`src/sv/assert_macros.svh`:
```
// Assertion macros shared by the RTL of the statistics accumulator.
`ifndef ASSERT_MACROS_SVH
`define ASSERT_MACROS_SVH

// The consequent must hold in the same cycle as the antecedent.
`define ASSERT_IMPLY(lbl, clk, rst_n, ante, cons, msg) \
    lbl: assert property (@(posedge clk) disable iff (!rst_n) (ante) |-> (cons)) \
        else $error(msg);

// The consequent must hold in the cycle after the antecedent.
`define ASSERT_NEXT(lbl, clk, rst_n, ante, cons, msg) \
    lbl: assert property (@(posedge clk) disable iff (!rst_n) (ante) |=> (cons)) \
        else $error(msg);

`endif

```
`src/sv/psa_pkg.sv`:
```
// Types and constants shared by the statistics accumulator modules.
`default_nettype none

package psa_pkg;

    localparam int NUM_ENTRIES_DEF = 64;

    localparam int IDX_W   = 6;
    localparam int SUM_W   = 48;
    localparam int CNT_W   = 32;
    localparam int VAL_W   = 32;
    localparam int IVL_W   = 16;
    localparam int TICK_W  = 32;
    localparam int PADDR_W = 3;
    localparam int PDATA_W = 32;

    localparam int DIV_STEPS = SUM_W;
    localparam int DIV_CNT_W = $clog2(DIV_STEPS + 1);

    localparam logic [IVL_W-1:0] INTERVAL_RESET = IVL_W'(10);

    // Register index taken from the word address of the configuration port.
    localparam logic [PADDR_W-3:0] REG_INTERVAL_LENGTH = '0;

    localparam logic CMD_SAMPLE = 1'b0;
    localparam logic CMD_TICK   = 1'b1;

    typedef enum logic [2:0] {
        ST_IDLE,
        ST_UPDATE,
        ST_SCAN,
        ST_LOAD,
        ST_DIV_MEAN,
        ST_DIV_IVL,
        ST_EMIT
    } t_state;

    typedef struct packed {
        logic signed [SUM_W-1:0] sum;
        logic        [CNT_W-1:0] count;
        logic signed [VAL_W-1:0] min_v;
        logic signed [VAL_W-1:0] max_v;
    } t_entry;

    typedef struct packed {
        logic             rd_en;
        logic [IDX_W-1:0] rd_addr;
        logic             wr_en;
        logic [IDX_W-1:0] wr_addr;
        logic             clr_en;
        logic [IDX_W-1:0] clr_addr;
    } t_mem_ctrl;

    typedef struct packed {
        logic                    start;
        logic signed [SUM_W-1:0] dividend;
        logic        [CNT_W-1:0] divisor;
    } t_div_req;

endpackage

`default_nettype wire

```
`src/sv/psa_div.sv`:
```
// Bit-serial signed-by-unsigned divider, truncating toward zero.
`default_nettype none

module psa_div (
    input  logic                            i_clk,
    input  logic                            i_rst_n,
    input  psa_pkg::t_div_req               i_req,
    output logic                            o_done,
    output logic signed [psa_pkg::SUM_W-1:0] o_quotient
);

    localparam int SW = psa_pkg::SUM_W;
    localparam int CW = psa_pkg::CNT_W;

    logic [psa_pkg::DIV_CNT_W-1:0] r_cnt;
    logic                          r_done;
    logic [SW-1:0]                 r_quo;
    logic [CW-1:0]                 r_rem;
    logic [CW-1:0]                 r_div;
    logic                          r_neg;

    logic [SW-1:0] dvd_mag;
    logic [CW:0]   trial;
    logic [CW:0]   diff;
    logic          fits;

    always_comb begin
        dvd_mag = i_req.dividend[SW-1] ? (~i_req.dividend + SW'(1)) : i_req.dividend;
        trial   = {r_rem, r_quo[SW-1]};
        diff    = trial - {1'b0, r_div};
        fits    = trial >= {1'b0, r_div};
    end

    always_ff @(posedge i_clk) begin
        if (!i_rst_n) begin
            r_cnt  <= '0;
            r_done <= 1'b0;
        end else begin
            r_done <= !i_req.start && (r_cnt == psa_pkg::DIV_CNT_W'(1));
            if (i_req.start) begin
                r_cnt <= psa_pkg::DIV_CNT_W'(psa_pkg::DIV_STEPS);
            end else if (r_cnt != '0) begin
                r_cnt <= r_cnt - psa_pkg::DIV_CNT_W'(1);
            end
        end
    end

    // The dividend magnitude shifts out of the top of r_quo as quotient bits shift in.
    always_ff @(posedge i_clk) begin
        if (i_req.start) begin
            r_quo <= dvd_mag;
            r_rem <= '0;
            r_div <= i_req.divisor;
            r_neg <= i_req.dividend[SW-1];
        end else if (r_cnt != '0) begin
            r_rem <= fits ? diff[CW-1:0] : trial[CW-1:0];
            r_quo <= {r_quo[SW-2:0], fits};
        end
    end

    assign o_done     = r_done;
    assign o_quotient = r_neg ? $signed(~r_quo + SW'(1)) : $signed(r_quo);

endmodule

`default_nettype wire

```
`config.mk`:
```
export PLATFORM = sky130hd
export DESIGN_NAME = psa_div
export DESIGN_NICKNAME = d
export VERILOG_FILES = /design/src/sv/assert_macros.svh /design/src/sv/psa_pkg.sv /design/src/sv/psa_div.sv
export SDC_FILE = /design/constraint.sdc
export NUM_CORES = 1
export LEC_CHECK = 0
export BUFFER_PORTS_ARGS = -buffer_cell sky130_fd_sc_hd__buf_2
export CAP_MARGIN = 20
export CORE_ASPECT_RATIO = 0.8
export CORE_MARGIN = 4
export CORE_UTILIZATION = 58
export CTS_CLUSTER_SIZE = 30
export DETAILED_ROUTE_END_ITERATION = 8
export PLACE_DENSITY_LB_ADDON = 0.15
export SLEW_MARGIN = 20
export SYNTH_ARGS = -nofsm -noshare
export SYNTH_HDL_FRONTEND = slang
export SYNTH_SLANG_ARGS = --single-unit
```
`constraint.sdc`:
```
create_clock -name i_clk -period 4.58 [get_ports i_clk]
set_input_delay 0.687 -clock i_clk [delete_from_list [all_inputs] [get_ports i_clk]]
set_output_delay 0.687 -clock i_clk [all_outputs]
set_load 0.1 [all_outputs]
```
After elaboration in Yosys (flattened, before gate mapping)
Cells that the tools add are included.
{ "totals": {"in_bits": 83, "register_bits": 120} }
{ "op_classes": {"n_lt_le_gt_ge": 1, "n_addsub": 4, "eq_ne": 1, "muxes": 7, "reduce_logical": 5, "bitwise_logic": 3} }
{ "ops": {"columns": ["cell", "count"], "rows": [
  ["$mux W48", 4],
  ["$not A48 Y48", 2],
  ["$add A48 B1 Y48 const B", 1],
  ["$add A48 B2 Y48 const B", 1],
  ["$ge A33 B32 Y1", 1],
  ["$mux W32", 1],
  ["$sub A32 B32 Y32", 1],
  ["$mux W6", 2],
  ["$eq A6 B1 Y1 const B", 1],
  ["$reduce_bool A6 Y1", 1],
  ["$sub A6 B1 Y6 const B", 1],
  ["$reduce_bool A2 Y1", 1],
  ["$reduce_or A2 Y1", 1],
  ["$logic_and A1 B1 Y1", 1],
  ["$logic_not A1 Y1", 1],
  ["$not A1 Y1", 1]
]} }

Depth between registers and ports, before layout
Gate-level depths: netlist of the first run.
{ "depth": {"depth_word": 4, "depth_mapped": 14, "mapped_depth_nobuf": 12} }

Least setup slack after synthesis of the first run
Ideal clock, no wire load.
{ "synth_path": {"kind": "register to output", "start": "reg r_quo[6]", "end": "out o_quotient[46] in the netlist's numbering", "arrival_ns": 4.120, "setup_slack_ns": -0.227, "required_time_ns": 3.893, "stages_incl_launch_ff": 10, "cell_sequence": "edfxtp_1 > or4_4 > nor4_1 > or2b_1 > nand2b_1 > nor3_1 > a21oi_1 > a21oi_1 > o21ai_0 > xnor2_1"} }
{ "synth_via": {"elab_chain_len": 3} }
{ "synth_rtl": {"columns": ["item", "line", "text"], "rows": [
  ["start: declaration", "psa_div.sv:17", "logic [SW-1:0] r_quo;"],
  ["start signal: assignment", "psa_div.sv:51", "r_quo <= dvd_mag;"],
  ["start signal: assignment", "psa_div.sv:57", "r_quo <= {r_quo[SW-2:0], fits};"],
  ["$not A48 Y48", "psa_div.sv:62", "assign o_quotient = r_neg ? $signed(~r_quo + SW'(1)) : $signed(r_quo);"],
  ["$add A48 B1 Y48", "psa_div.sv:62", null],
  ["$mux W48", "psa_div.sv:62", null],
  ["end: declaration", "psa_div.sv:9", "output logic signed [psa_pkg::SUM_W-1:0] o_quotient"]
]} }
No other way between the ends.

Worst setup path after layout of the first run
{ "layout_path": {"start": "reg r_quo[19]", "end": "out o_quotient[45] in the netlist's numbering"} }
The elaborated chain is that of the path after synthesis.

==> results.cfg, run 1 <==
[critical_path]
crit_buf_inv = 2
slowest_delay_ps = 600
crit_fanout = 4
crit_family = simple AND/OR/NAND/NOR gates
cp.required_ps = 3890
crit_top_cell = or4_4
path_class = reg -> out
cp_cell_sequence = or4_4 > nor4_4 > or2b_1 > or3_4 > or4_4 > inv_1 > nand4b_1 > o31ai_4 > xnor2_2 > buf_12
cp.arrival_ps = 3770
cp_slowest_cell = or4_4
start_kind = register
cp-end-kind = output pin

[floorplan]
io_pins = 132
die-area_sq_um = 16700
coreArea_sq_um = 14300
fp.dieH_microns = 116
start_util_pct = 59.4
die_w_microns = 144
rows = 39

[finish]
mostFrequentLayoutCells = 120 x buf_2, 103 x nor2_1, 87 x a21oi_1
final_area_sq_um = 10100
area_growth_pct = 18.6
fin_cells = 1281
nets = 1204
layout-drive-gt1-share_pct = 18.8
layout_commonest_cell = buf_2

[logic_synthesis]
synth_cell_types = 62
synth_nets = 1095
avgSynthCellArea_sq_um = 8.76
async_reset_ff_share_pct = 0
yosys_warnings = 0
synthCells = 974
yosysSeqAreaShare_pct = 37.7
syn_area_sq_um = 8530
synth_edf_count = 81
ys_ff_latch = 120
ys.flop_type = edfxtp_1

[sta]
fin_tns_setup_ps = 0
clock-skew-final_ps = 12.2
fmax_ghz = 0.224
final_hold_viol_count = 0
maxSlewHeadroom_pct = 30.4
period_minus_slack_ps = 4460
finalSetupViolations = 0
min_period_over_period_pct = 97.4
slew_viol_final = 0
worst_pin_slew_ps = 1040

[power_and_ir_drop]
power.leakage_uw = 0.00413
internal-power_uw = 3430
pwr-share-comb_pct = 53.4
ir_drop_uv = 458
p_total_uw = 6530
sw_frac_of_total_pct = 47.5
power_frac_clock_pct = 20.4
power_density_nw_per_um2 = 646
seqPwrFrac_pct = 26.3
power_switching_uw = 3110

[hold_path]
hp-class = in -> reg

[route]
maxUsedRoutingLayer = met4
firstDrtPassIters = 5
via_per_inst = 6.01
wl_met3_mm = 1.58
wl_met1_mm = 10.2
initialDrtViolationCount = 735
wl_met2_mm = 9.13
drc = 0
ant_nets = 0
vias = 7700
wire_per_inst_microns = 16.5
finalWirelength_mm = 21.1

[clock_tree]
root_buffer = clkbuf_16
clk_pin_slew_ps = 60
cts.path.max_buffers = 2
cts.sinks = 120
numCtsBuffers = 17
hold_buffers = 0
cts_tree = built
htree_levels = 4
clkLatencyLatePin_ps = 430

[global_routing]
grt_first_pass_wirelength_mm = 34.0
grt_overflow = 0
antenna_found_initial = 0
track_usage_pct = 25.4
grt_max_degree = 74
grt_pass1_vias = 6851

[placement]
portBuffers = 131
placed_cell_area_sq_um = 9410
place_congestion = 0.923
hpwl_mm = 14.9
dp_cells = 1245

[job]
maxCapViolCount = 0

[outcome]
status = finished clean
==> layer usage <==
metal,vias to the layer above,global-route usage [%]
li1,3795,-
met2,264,35.9
met4,0,7.47
met5,-,0
met1,3619,38.9
met3,22,5.44
==> final timing paths <==
check	from	to	slack [ps]	cells past startpoint
max	r_quo[19]	o_quotient[45]	120	10
min	i_req[14]	r_div[14]	430	1
max reg2reg	r_div[12]	r_rem[0]	1060	11
min reg2reg	r_rem[23]	r_rem[24]	480	2
==> cell type report <==
class	count	area, sq um
multi-input combinational	757	5060
fill	1143	4230
sequential	120	3210
timing repair buffer	141	858
clock buffer	21	462
tap	184	230
inverter	46	173
clock inverter	11	123
antenna	1	2.50
==> stage by stage <==
step	setup slack [ps]	hold WS, ps	utilization [%]
detailed placement	234	469	65.6
global placement	394	466	65.6
global route	-29.8	414	70.5
finish	120	427	70.5
floorplan	216	450	-
CTS	22.1	412	69.8
==> synth_stat cells (all sizes together) (6+ instances only) <==
master / n / area, sq um
a211oi: 8 / 60.1
a21o: 10 / 75.1
a21oi: 87 / 435
a311oi: 7 / 61.3
a31oi: 7 / 43.8
and3: 7 / 43.8
buf: 6 / 27.5
clkbuf: 45 / 169
dfxtp: 39 / 781
edfxtp: 81 / 2430
ha: 37 / 463
inv: 46 / 173
nand2: 71 / 267
nand2b: 10 / 70.1
nand3: 12 / 60.1
nand3b: 6 / 45.0
nand4: 11 / 68.8
nor2: 103 / 387
nor2b: 10 / 62.6
nor3: 44 / 220
nor4: 27 / 169
o21ai: 50 / 250
o31ai: 24 / 185
o41ai: 17 / 175
or3: 15 / 114
or4: 15 / 124
xnor2: 64 / 561
xor2: 57 / 499
==> cells by family after synthesis <==
family	count (synthesis)	share of synthesized area, %
AND/OR/NAND/NOR	346	20.5
flip-flops	120	37.7
adder cells (fa/ha/maj)	38	5.66
buffers and inverters	97	4.33
XOR/XNOR	121	12.4
AO/OA/AOI/OAI	242	18.2
multiplexers	10	1.25
==> power by group through the flow <==
| stage | Combinational, uW | Clock (uW) | Sequential [uW] |
|---|---|---|---|
| final | 3490 | 1330 | 1720 |
| after global routing | 3780 | 1400 | 1750 |
| after floorplan | 2760 | 0 | 1650 |
| after global placement | 3390 | 0 | 1710 |
| after detailed placement | 3420 | 0 | 1720 |
| after CTS | 3450 | 1350 | 1700 |
==> state kept, by name, indices dropped and copies added (netlist names) <==
name / cells
r_quo: 48
r_cnt: 6
r_rem: 32
r_div: 32
o_done: 1
r_neg: 1
==> worst reg2reg max path, delay by kind of cell, from the launching register on <==
kind                       cells  cell delay (ps)
buffers and inverters          1               40
DFF                            1              320
adders and majority gates      1              350
and+or+nand+nor                3              650
AOI/OAI and AO/OA              6             2080
==> what timing repair did <==
item | CTS | global route
endpoints found under the setup margin | 15 | 17
pin swaps | 0 | 1
resized for setup | 3 | 14
setup buffers | 0 | 3
Note: power is estimated with default switching activity, not from simulation.
==> inputs of run 2 (changes only) <==
--- a/config.mk
+++ b/config.mk
@@ -12,7 +12,7 @@
 export CORE_UTILIZATION = 58
 export CTS_CLUSTER_SIZE = 30
 export DETAILED_ROUTE_END_ITERATION = 8
-export PLACE_DENSITY_LB_ADDON = 0.15
+export PLACE_DENSITY = 0.9
 export SLEW_MARGIN = 20
 export SYNTH_ARGS = -nofsm -noshare
 export SYNTH_HDL_FRONTEND = slang
==> constraint.sdc (replaced) <==
create_clock -name i_clk -period 4.58 [get_ports i_clk]
set_input_delay 0.687 -clock i_clk [delete_from_list [all_inputs] [get_ports i_clk]]
set_output_delay 0.687 -clock i_clk [all_outputs]
set_load 0.02 [all_outputs]
==> run 2 against run 1 <==
Net effect:
- utilization shrank 1.4 points
- critical endpoint unchanged
- flip-flop and latch count is the same
- sequential share of layout area grew 0.62 points
- clock-buffer cell count grew 1
- highest routed layer unchanged
- largest power group unchanged
==> results.cfg, run 2 (synthesis gave the netlist of run 1 again) <==
[critical_path]
start_kind = register
crit_fanout = 4
slowest_delay_ps = 560
cp.arrival_ps = 3790
cp_cell_sequence = or4_4 > nor4_2 > or2b_1 > or3_1 > or4_4 > inv_1 > nand4b_1 > o31ai_2 > xnor2_1 > buf_2
cp-end-kind = output pin
cp.required_ps = 3890
cp_slowest_cell = or4_4
path_class = reg -> out
rrSetupSlack_ps = 970
crit_top_cell = or4_4

[finish]
top_register = r_quo
fin_cells = 1276
n_fill_cell = 1079
n_antenna_cell = 0
layout-drive-gt1-share_pct = 17.8
nets = 1200
area_growth_pct = 16.4
layout_commonest_cell = buf_2
mostFrequentLayoutCells = 130 x buf_2, 103 x nor2_1, 87 x a21oi_1
reg_top3 = r_quo x48, r_div x32, r_rem x32
largest_reg_flops = 48

[clock_tree]
htree_levels = 4
numCtsBuffers = 17
cts.path.max_buffers = 2
clkLatencyLatePin_ps = 420
cts_tree = built
cts_setup_buffers = 0
root_buffer = clkbuf_16
cts.sinks = 120
hold_buffers = 0
clk_pin_slew_ps = 50
cts_resized = 0

[global_routing]
grt_overflow = 0
track_usage_pct = 25.7
grt_pass1_vias = 7112
antenna_found_initial = 0
grt_first_pass_wirelength_mm = 34.5
grt_max_degree = 82

[sta]
period_minus_slack_ps = 4470
maxSlewHeadroom_pct = 31.5
clock-skew-final_ps = 7.34
fmax_ghz = 0.224
final_hold_viol_count = 0
slew_viol_final = 0
finalSetupViolations = 0
worst_pin_slew_ps = 1030
min_period_over_period_pct = 97.7

[route]
via_per_inst = 6.13
drc = 0
initialDrtViolationCount = 900
finalWirelength_mm = 21.6
vias = 7824
ant_nets = 0
wire_per_inst_microns = 16.9
firstDrtPassIters = 8

[power_and_ir_drop]
p_total_uw = 5790
power_switching_uw = 2360
ir_drop_uv = 451
power.leakage_uw = 0.00405
internal-power_uw = 3430
sw_frac_of_total_pct = 40.7
seqPwrFrac_pct = 29.7
pwr-share-comb_pct = 46.4
power_density_nw_per_um2 = 584
power_frac_clock_pct = 23.8

[floorplan]
die-area_sq_um = 16700
start_util_pct = 59.4
coreArea_sq_um = 14300
fp.dieH_microns = 116
die_w_microns = 144
io_pins = 132
rows = 39

[job]
maxCapViolCount = 0

[hold_path]
hp-class = in -> reg

[placement]
dp_cells = 1244
place_congestion = 0.972
hpwl_mm = 15.4
portBuffers = 131

[outcome]
status = finished clean
-- run 2: power groups by stage --
stage / combinational, uW / clock, uW / sequential, uW
finish: 2690 / 1380 / 1720
global route: 2960 / 1450 / 1750
CTS: 2650 / 1400 / 1710
global placement: 2560 / 0 / 1710
floorplan: 2030 / 0 / 1650
detailed placement: 2620 / 0 / 1720
-- run 2: layout make-up --
type                       instances  area (sq um)  area share, %
multi-input combinational        757          5000           50.4
clock inverter                    10           151           1.53
tap                              184           230           2.32
clock buffer                      22           454           4.58
sequential                       120          3210           32.4
inverter                          46           173           1.74
timing repair buffer             137           703           7.09
-- run 2: per-layer routing --
metal | part of all wire [%] | routed length [microns] | global-route usage [%] | vias up
met5 | 0 | 0 | 0 | -
met4 | 1.7 | 375 | 7.53 | 0
met2 | 45 | 9700 | 39.7 | 373
met3 | 8.5 | 1830 | 6.02 | 40
met1 | 45 | 9720 | 36.3 | 3641
li1 | - | - | - | 3770
-- run 2: worst max-delay path, delay by kind of cell (launching register included) --
| family | cells | cell delay (ps) |
|---|---|---|
| compound gates | 1 | 300 |
| xor+xnor | 1 | 150 |
| buf+inv | 2 | 290 |
| flops | 1 | 440 |
| simple gates | 6 | 2190 |
-- run 2: through the flow --
stage | setup slack (ps) | hold slack (ps) | TNS, ps | util [%] | instance area (sq um)
after floorplan | 843 | 450 | 0 | - | 8530
after global placement | 581 | 467 | 0 | 64.7 | 9280
after detailed placement | 500 | 475 | 0 | 64.7 | 9280
after CTS | 21.3 | 430 | 0 | 68.9 | 9890
after global routing | -47.7 | 427 | -79.7 | 69.2 | 9920
final | 106 | 444 | 0 | 69.2 | 9920
-- run 2: worst paths after layout --
kind | cells past startpoint | startpoint | to
max | 10 | r_quo[18] | o_quotient[45]
min reg2reg | 2 | r_rem[28] | r_rem[29]
max reg2reg | 11 | r_div[12] | r_rem[15]
min | 1 | i_req[14] | r_div[14]
==> inputs of run 3 (changes only) <==
--- a/config.mk
+++ b/config.mk
@@ -7,7 +7,7 @@
 export LEC_CHECK = 0
 export BUFFER_PORTS_ARGS = -buffer_cell sky130_fd_sc_hd__buf_2
 export CAP_MARGIN = 20
-export CORE_ASPECT_RATIO = 0.8
+export CORE_ASPECT_RATIO = 0.75
 export CORE_MARGIN = 4
 export CORE_UTILIZATION = 58
 export CTS_CLUSTER_SIZE = 30
==> run 3 against run 2 <==
Net effect:
- first-iteration DRC count up 3.4%
- non-clock buffer count up 5
- clock power down 7%
- global-route usage up 0.69 points
- maximum frequency up 2.0%
- total power down 1.3%
- clock-buffer cell count down 1
- sequential power about the same
- die area about the same
- hold slack worse by 2.7 ps
- utilization down 0.35 points
- setup slack better by 86 ps
==> results.cfg, run 3 (synthesis gave the netlist of run 1 again) <==
[outcome]
status = finished clean

[floorplan]
start_util_pct = 59.0
io_pins = 132
die_w_microns = 148
fp.dieH_microns = 113
rows = 38
die-area_sq_um = 16700
coreArea_sq_um = 14500

[route]
wire_per_inst_microns = 17.1
initialDrtViolationCount = 931
ant_nets = 0
vias = 7915
finalWirelength_mm = 22.2
via_per_inst = 6.10
firstDrtPassIters = 6
drc = 0

[critical_path]
path_class = reg -> out
crit_top_cell = or4_4
cp_cell_sequence = or4_4 > nor4_4 > or2b_1 > or3_4 > or4_4 > inv_1 > nand2_1 > o41ai_2 > xnor2_1 > buf_2
cp.arrival_ps = 3700
crit_family = simple AND/OR/NAND/NOR gates
cp_slowest_cell = or4_4
cp-end-kind = output pin
crit_fanout = 4
start_kind = register
cp.required_ps = 3890
crit_buf_inv = 2
slowest_delay_ps = 590

[global_routing]
grt_overflow = 0
grt_pass1_vias = 7269
grt_first_pass_wirelength_mm = 36.2
antenna_found_initial = 0
track_usage_pct = 26.4
grt_max_degree = 74

[finish]
top_register = r_quo
utilization_pct = 68.8
layout-drive-gt1-share_pct = 18.1
layout_commonest_cell = buf_2
final_area_sq_um = 9950
largest_reg_flops = 48
nets = 1205
mostFrequentLayoutCells = 130 x buf_2, 103 x nor2_1, 87 x a21oi_1
n_antenna_cell = 0
area_growth_pct = 16.6
reg_top3 = r_quo x48, r_div x32, r_rem x32

[clock_tree]
htree_levels = 4
clkLatencyLatePin_ps = 420
root_buffer = clkbuf_16
numCtsBuffers = 17
cts.sinks = 120
hold_buffers = 0
cts.path.max_buffers = 2
clk_pin_slew_ps = 60
cts_tree = built

[sta]
fin_tns_setup_ps = 0
worst_pin_slew_ps = 1050
hold_ws_ps = 442
finalSetupViolations = 0
slew_viol_final = 0
min_period_over_period_pct = 95.8
maxSlewHeadroom_pct = 30.0
clock-skew-final_ps = 10.4
final_hold_viol_count = 0
fmax_ghz = 0.228
period_minus_slack_ps = 4390

[hold_path]
hp-class = in -> reg

[power_and_ir_drop]
power_density_nw_per_um2 = 575
power.leakage_uw = 0.00405
ir_drop_uv = 499

[placement]
placed_cell_area_sq_um = 9300
hpwl_mm = 15.8
portBuffers = 131
place_congestion = 0.953

[job]
maxCapViolCount = 0
-- run 3: cell count changes in the layout (fill, tap and decap cells not counted), moves of 2 or more --
cell       previous run  this run
bufinv_16             4         2
clkinv_1              1         3
buf_4                 7        12
nor4_4                0         2
-- run 3: layer usage --
| metal | part of all wire (%) | GRT usage [%] | vias to the layer above |
|---|---|---|---|
| met5 | 0 | 0 | - |
| li1 | - | - | 3796 |
| met2 | 44 | 39.6 | 399 |
| met1 | 44 | 37.9 | 3672 |
| met3 | 9.4 | 6.73 | 48 |
| met4 | 1.9 | 7.63 | 0 |
-- run 3: path summary, 6_finish.rpt --
path	start	depth (start not counted)	slack, ps	end
setup / recovery	r_quo[18]	10	190	o_quotient[41]
hold / removal	i_req[11]	1	440	r_div[11]
hold reg to reg	r_rem[28]	2	490	r_rem[29]
setup reg to reg	r_div[12]	12	740	r_rem[2]
-- run 3: area by class of cell --
type / count / area [sq um]
Multi-Input combinational cell: 757 / 5010
Fill cell: 1151 / 4510
Sequential cell: 120 / 3210
Timing Repair Buffer: 142 / 741
Clock buffer: 21 / 450
Tap cell: 200 / 250
Inverter: 46 / 173
Clock inverter: 11 / 106
-- run 3: worst register-to-register path: stages, from the launching register on --
cell and delay (ps):
edfxtp_1 320, inv_1 40, ha_1 360, a21oi_1 300, o21ai_0 160, a311oi_1 450
nor3_1 100, a21oi_1 270, a31oi_1 210, a31oi_2 750, buf_4 370, nor3_1 90
nor4_1 320
-- run 3: stage by stage --
| stage | cells | power, uW | setup slack (ps) |
|---|---|---|---|
| floorplan | 974 | 3680 | 843 |
| CTS | 1293 | 5660 | 38.4 |
| global route | 1297 | 6110 | -7.14 |
| global placement | 1261 | 4270 | 603 |
| finish | 1297 | 5720 | 192 |
| detailed placement | 1261 | 4350 | 493 |
-- run 3: timing repair --
item,CTS,global route
buffers inserted,0,4
resized for setup,0,10
setup endpoints to repair,0,12
-- run 3: where the power goes --
part | internal [uW] | switching (uW)
logic | 1070 | 1640
registers | 1460 | 271
clock network | 804 | 480
total | 3330 | 2390
